**src/tli_pkg.sv**
```systemverilog
// Shared types and constants of the breakpoint table interpolator.
// Used by every module of the block; depends on nothing.
package tli_pkg;

    localparam int TABLE_DEPTH = 64;
    localparam int IDX_W       = $clog2(TABLE_DEPTH);
    localparam int CNT_W       = $clog2(TABLE_DEPTH + 1);
    localparam int ENERGY_W    = 32;
    localparam int VALUE_W     = 17;
    localparam int PROD_W      = ENERGY_W + VALUE_W;
    localparam int QCNT_W      = $clog2(VALUE_W + 1);

    localparam logic KIND_LOAD  = 1'b0;
    localparam logic KIND_QUERY = 1'b1;

    typedef enum logic [1:0] {
        ST_INTERP = 2'd0,
        ST_BELOW  = 2'd1,
        ST_ABOVE  = 2'd2,
        ST_EMPTY  = 2'd3
    } status_t;

    typedef struct packed {
        logic                kind;
        logic [5:0]          point_index;
        logic [ENERGY_W-1:0] energy;
        logic [VALUE_W-1:0]  point_value;
    } in_item_t;

    typedef struct packed {
        logic [VALUE_W-1:0] result_value;
        status_t            status;
    } out_item_t;

    typedef enum logic [1:0] {
        OP_LOAD  = 2'd0,
        OP_QUERY = 2'd1,
        OP_EMPTY = 2'd2
    } op_kind_t;

    typedef struct packed {
        op_kind_t            op;
        logic [IDX_W-1:0]    idx;
        logic [ENERGY_W-1:0] energy;
        logic [VALUE_W-1:0]  value;
    } op_t;

    // Handshake between the queue and the engine.
    typedef struct packed {
        logic valid;
        op_t  item;
    } queue_out_t;

    typedef enum logic [2:0] {
        S_IDLE,
        S_SCAN,
        S_MUL,
        S_DIV_GO,
        S_DIV_WAIT,
        S_OUT
    } eng_state_t;

endpackage

```
**src/tli_front.sv**
```systemverilog
// Front part: accepts requests, classifies them and holds them in a
// two-entry queue for the engine. Depends on tli_pkg.
module tli_front import tli_pkg::*; (
    input  logic             aclk,
    input  logic             aresetn,
    input  logic             s_valid,
    output logic             s_ready,
    input  in_item_t         s_data,
    input  logic [CNT_W-1:0] points_in_use,
    output queue_out_t       q_out,
    input  logic             q_pop
);

    op_t        slot_reg [2];
    logic       wr_ptr_reg, wr_ptr_next;
    logic       rd_ptr_reg, rd_ptr_next;
    logic [1:0] count_reg, count_next;
    logic       push;
    op_t        op_in;

    assign s_ready = (count_reg != 2'd2);
    assign push    = s_valid && s_ready;

    always_comb begin
        op_in.idx    = s_data.point_index[IDX_W-1:0];
        op_in.energy = s_data.energy;
        op_in.value  = s_data.point_value;
        if (s_data.kind == KIND_LOAD) begin
            op_in.op = OP_LOAD;
        end else if (points_in_use == '0) begin
            op_in.op = OP_EMPTY;
        end else begin
            op_in.op = OP_QUERY;
        end
    end

    always_comb begin
        wr_ptr_next = wr_ptr_reg ^ push;
        rd_ptr_next = rd_ptr_reg ^ q_pop;
        count_next  = count_reg + {1'b0, push} - {1'b0, q_pop};
    end

    assign q_out.valid = (count_reg != 2'd0);
    assign q_out.item  = slot_reg[rd_ptr_reg];

    always_ff @(posedge aclk) begin
        if (!aresetn) begin
            wr_ptr_reg <= 1'b0;
            rd_ptr_reg <= 1'b0;
            count_reg  <= 2'd0;
        end else begin
            wr_ptr_reg <= wr_ptr_next;
            rd_ptr_reg <= rd_ptr_next;
            count_reg  <= count_next;
        end
    end

    always_ff @(posedge aclk) begin
        if (push) begin
            slot_reg[wr_ptr_reg] <= op_in;
        end
    end

endmodule

```
**config.mk**
```make
export PLATFORM = sky130hd
export DESIGN_NAME = tli_front
export DESIGN_NICKNAME = d
export VERILOG_FILES = /design/src/tli_pkg.sv /design/src/tli_front.sv
export SDC_FILE = /design/constraint.sdc
export NUM_CORES = 1
export LEC_CHECK = 0
export ABC_AREA = 1
export BUFFER_PORTS_ARGS = -buffer_cell sky130_fd_sc_hd__buf_2
export CORE_AREA = 2 2 93 113
export DETAILED_ROUTE_END_ITERATION = 7
export DIE_AREA = 0 0 95 115
export PLACE_DENSITY = 0.84
export REMOVE_ABC_BUFFERS = 1
export SYNTH_ARGS = -nofsm -noshare
export SYNTH_HDL_FRONTEND = slang
export SYNTH_SLANG_ARGS = --single-unit
```
**constraint.sdc**
```tcl
create_clock -name aclk -period 3.16 [get_ports aclk]
set_input_delay 0.316 -clock aclk [delete_from_list [all_inputs] [get_ports aclk]]
set_output_delay 0.316 -clock aclk [all_outputs]
set_load 0.02 [all_outputs]
```
== Yosys cells after proc, flatten, opt, wreduce, memory -nomap -nowiden ==
Memories as Yosys holds them, arrays and structs flattened. A register that Yosys moved wholly into a read port is not among the register bits.
Index checks and enable logic that the tools add are counted.

* Bits in registers: 4
* Bits in writable memories: 114
* Bits of input ports: 67
* Output and inout bits: 59
* Memories kept: 1

* Add/subtract/negate cells: 2
* Eq/ne operators: 1
* Muxes and demuxes: 5
* Bitwise logic cells: 2
* Reduce and logical (&&, ||, !) cells: 3

{| class="wikitable"
|+ Memories
! name !! words !! width !! rd ports !! clocked after Yosys merged registers in !! write ports !! RTL line !! text
|-
| slot_reg || 2 || 57 || 1 || 1 || 1 || tli_front.sv:14 || <nowiki>op_t slot_reg [2];</nowiki>
|}

{| class="wikitable"
|+ Operator list
! cell !! number
|-
| $logic_not A7 Y1 || 1
|-
| $mux W2 || 2
|-
| $mux W1 || 3
|-
| $add A2 B1 Y2 || 1
|-
| $ne A2 B2 Y1 const B || 1
|-
| $reduce_bool A2 Y1 || 1
|-
| $sub A2 B1 Y2 || 1
|-
| $xor A1 B1 Y1 || 2
|-
| $logic_and A1 B1 Y1 || 1
|}

== Depth between registers and ports, before layout ==
* Word-level depth: 4
* Mapped depth: 11
* Mapped depth without buffers: 11

== Least setup slack after synthesis ==
No wires, ideal clock.

* Path kind: register -> register
* Start: register count_reg[0]
* End: memory slot_reg[1][0] (netlist name) (enable)
* Arrival: 3.106 ns
* Slack: -0.418 ns
* Stages on the path, launching flop included: 5
* Path buffers: 0
* Cells stage by stage: dfxtp_1 > inv_1 > nand2_1 > nand2_1 > nor2_1

* Longest elaborated chain between the ends: 4

{| class="wikitable"
|+ Ends and longest elaborated chain
! element !! RTL line !! text
|-
| start: declaration || tli_front.sv:17 || <nowiki>logic [1:0] count_reg, count_next;</nowiki>
|-
| start signal: assignment || tli_front.sv:54 || <nowiki>count_reg <= count_next;</nowiki>
|-
| $ne A2 B2 Y1 || tli_front.sv:21 || <nowiki>assign s_ready = (count_reg != 2'd2);</nowiki>
|-
| named net s_ready || tli_front.sv:7 || <nowiki>output logic s_ready,</nowiki>
|-
| $logic_and A1 B1 Y1 || tli_front.sv:22 || <nowiki>assign push = s_valid && s_ready;</nowiki>
|-
| $mux W1 || tli_front.sv:59 || <nowiki>if (push) begin</nowiki>
|-
| $mux W1 (implied by the code) || tli_front.sv:60 || <nowiki>slot_reg[wr_ptr_reg] <= op_in;</nowiki>
|-
| end: declaration || tli_front.sv:14 ||
|}

The timed path passes the listed nets, and every way through them passes these cells.

==> run metrics <==
status completed; die width 95 um; met3 wire len 467 um; M1 WL 3.01 mm; fin nets 425; first-pass GRT wire length 11.7 mm; ant diodes 0; first-iteration detailed-routing DRC count 63; port bufs 125; die height 115 um; period utilization 73.8%; Worst-Margin Slew 0.960 ns; Clock Skew 0.00869 ns; fin crit period 2.33 ns; Clk Latency, worst-skew pair 0.40 ns; Crit. End Element output port; H-tree Lvls 4; sequential area share after synthesis 78.4%; final WL 7.65 mm; Peak supply drop 0.554 mV; # Max-Cap Violations 0; clk buf depth 2; post-route ant nets 0; DR WL met2 4.01 mm; synthesis-stage register bit count 119; Clock transition at path regs 0.06 ns; largest net degree at the start of global routing 58; Wirelength per Cell 15.4 um; Slew HR 36.0%; number of buffers created by CTS 17; Vias/cell 4.76; Sink Count 119; Die ar. 0.0109 mm^2; synth top area cells edfxtp_1, mux2_4, mux2_2, dfxtp_1, buf_6; fmax 429 MHz; top sig layer met4; pins over their slew limit 0; top cell type's share of synthesized area 76.1%; cts repair resizes 0; HP Class input port to flip-flop; vias in the first global route 2404; GRT Util Overall 14.7%; GP Congestion 0.643; Root Buffer clkbuf_16; gr ovfl total 0; Hold Slack 0.104 ns; Synth cell types 17; endpoints failing setup 0; cell row count 40; WP data arrival 2.02 ns; CTS tree done; hpwl dp 4.94 mm; starting density of the core 45.6%; cell taking the most area after synthesis edfxtp_1; post-CTS setup buffers 0; RSZ-0062 raised after global routing no; top fanout value on the critical path 57; Leak Pwr 2.33 nW; initial antenna violation count 0; worst setup path class flip-flop to output port; placed inst area 0.00529 mm^2; Worst Setup Start Kind flip-flop; 1st-pass router iterations 4; Top Ports 126; Area Growth Syn to Fin 31.0%; core area 0.00986 mm^2; share of cells above drive strength 1 59.6%; pre-CTS WS 1.17 ns; cell area after layout 0.00589 mm^2; Residual DRC 0; final hold violation count 0; syn avg cell area 20.9 um^2; vias 2355; Ys Warns 0; Syn Inst Count 215; cell area after synthesis 0.00450 mm^2; Largest register FFs 114; CP required 2.84 ns; hold_buf cts 0; setup tns final 0 ns; worst setup margin 0.827 ns; PwrDens 759 mW/mm^2
[metal layers]
metal,track usage (%),vias to the layer above
li1,-,1105
met1,15.9,1145
met3,5.31,16
met2,25.3,89
met4,7.54,0
met5,0,-
[worst paths after layout]
kind | slack (ns) | depth (start not counted) | end | start
setup reg to reg | 1.17 | 6 | slot_reg[0][39] | count_reg[0]
hold / removal | 0.10 | 1 | slot_reg[1][21] | s_data[21]
setup / recovery | 0.83 | 2 | q_out[15] | flip-flop
hold reg to reg | 0.52 | 2 | flip-flop | rd_ptr_reg
[stage by stage]
| stage | cells | total power, W | util, % |
|---|---|---|---|
| final | 495 | 0.00447 | 59.7 |
| after global routing | 495 | 0.00465 | 59.7 |
| after CTS | 495 | 0.00453 | 59.7 |
| after detailed placement | 463 | 0.00262 | 53.6 |
| after global placement | 463 | 0.00260 | 53.6 |
| after floorplan | 209 | 0.00240 | - |
[cell usage after synthesis]
cell / count
mux2_4: 30
edfxtp_1: 114
buf_2: 2
inv_1: 8
a21boi_0: 1
mux2_2: 27
xnor2_1: 2
nor2_1: 6
dfxtp_1: 5
buf_6: 4
nor3_1: 1
and2_1: 1
nand2_1: 9
a21oi_1: 1
nand3_1: 1
and3_1: 1
ha_1: 2
[report_power, final]
| group | leakage (nW) | internal (W) | switching, W |
|---|---|---|---|
| registers | 1.11 | 0.00191 | 0.0000687 |
| logic | 0.945 | 0.000266 | 0.000334 |
| clock network | 0.275 | 0.00124 | 0.000652 |
[cell families (layout without fill, tap and decap cells)]
group | Yosys count | in the layout | synth area share (%)
muxes | 57 | 57 | 16.8
DFF | 119 | 119 | 78.4
AOI/OAI and AO/OA | 2 | 2 | 0.278
adders and majority gates | 2 | 2 | 0.556
xor gates and xnor gates | 2 | 2 | 0.390
buffers and inverters | 14 | 168 | 1.89
and+or+nand+nor | 19 | 19 | 1.75
[placed cells by master, fill, tap and decap left out, drive strengths merged, types with 2 or more instances in the layout]
master / instances
ha: 2
inv: 8
bufinv: 2
nand2: 9
dfxtp: 5
buf: 128
clkinv: 2
edfxtp: 114
xnor2: 2
mux2: 57
nor2: 6
clkbuf: 21
clkinvlp: 7
[critical path, cell delays in order (launching register included)]
cell and delay [ns]:
dfxtp_4 0.93, mux2_2 0.44, buf_2 0.16
[cell type report]
class / count / area, um^2
clock buffer: 21 / 480
clock inverter: 11 / 123
tap: 126 / 158
multi-input combinational: 82 / 898
inverter: 8 / 30.0
fill: 755 / 3970
timing repair buffer: 128 / 673
sequential: 119 / 3530
(Power assumes the default switching activity.)
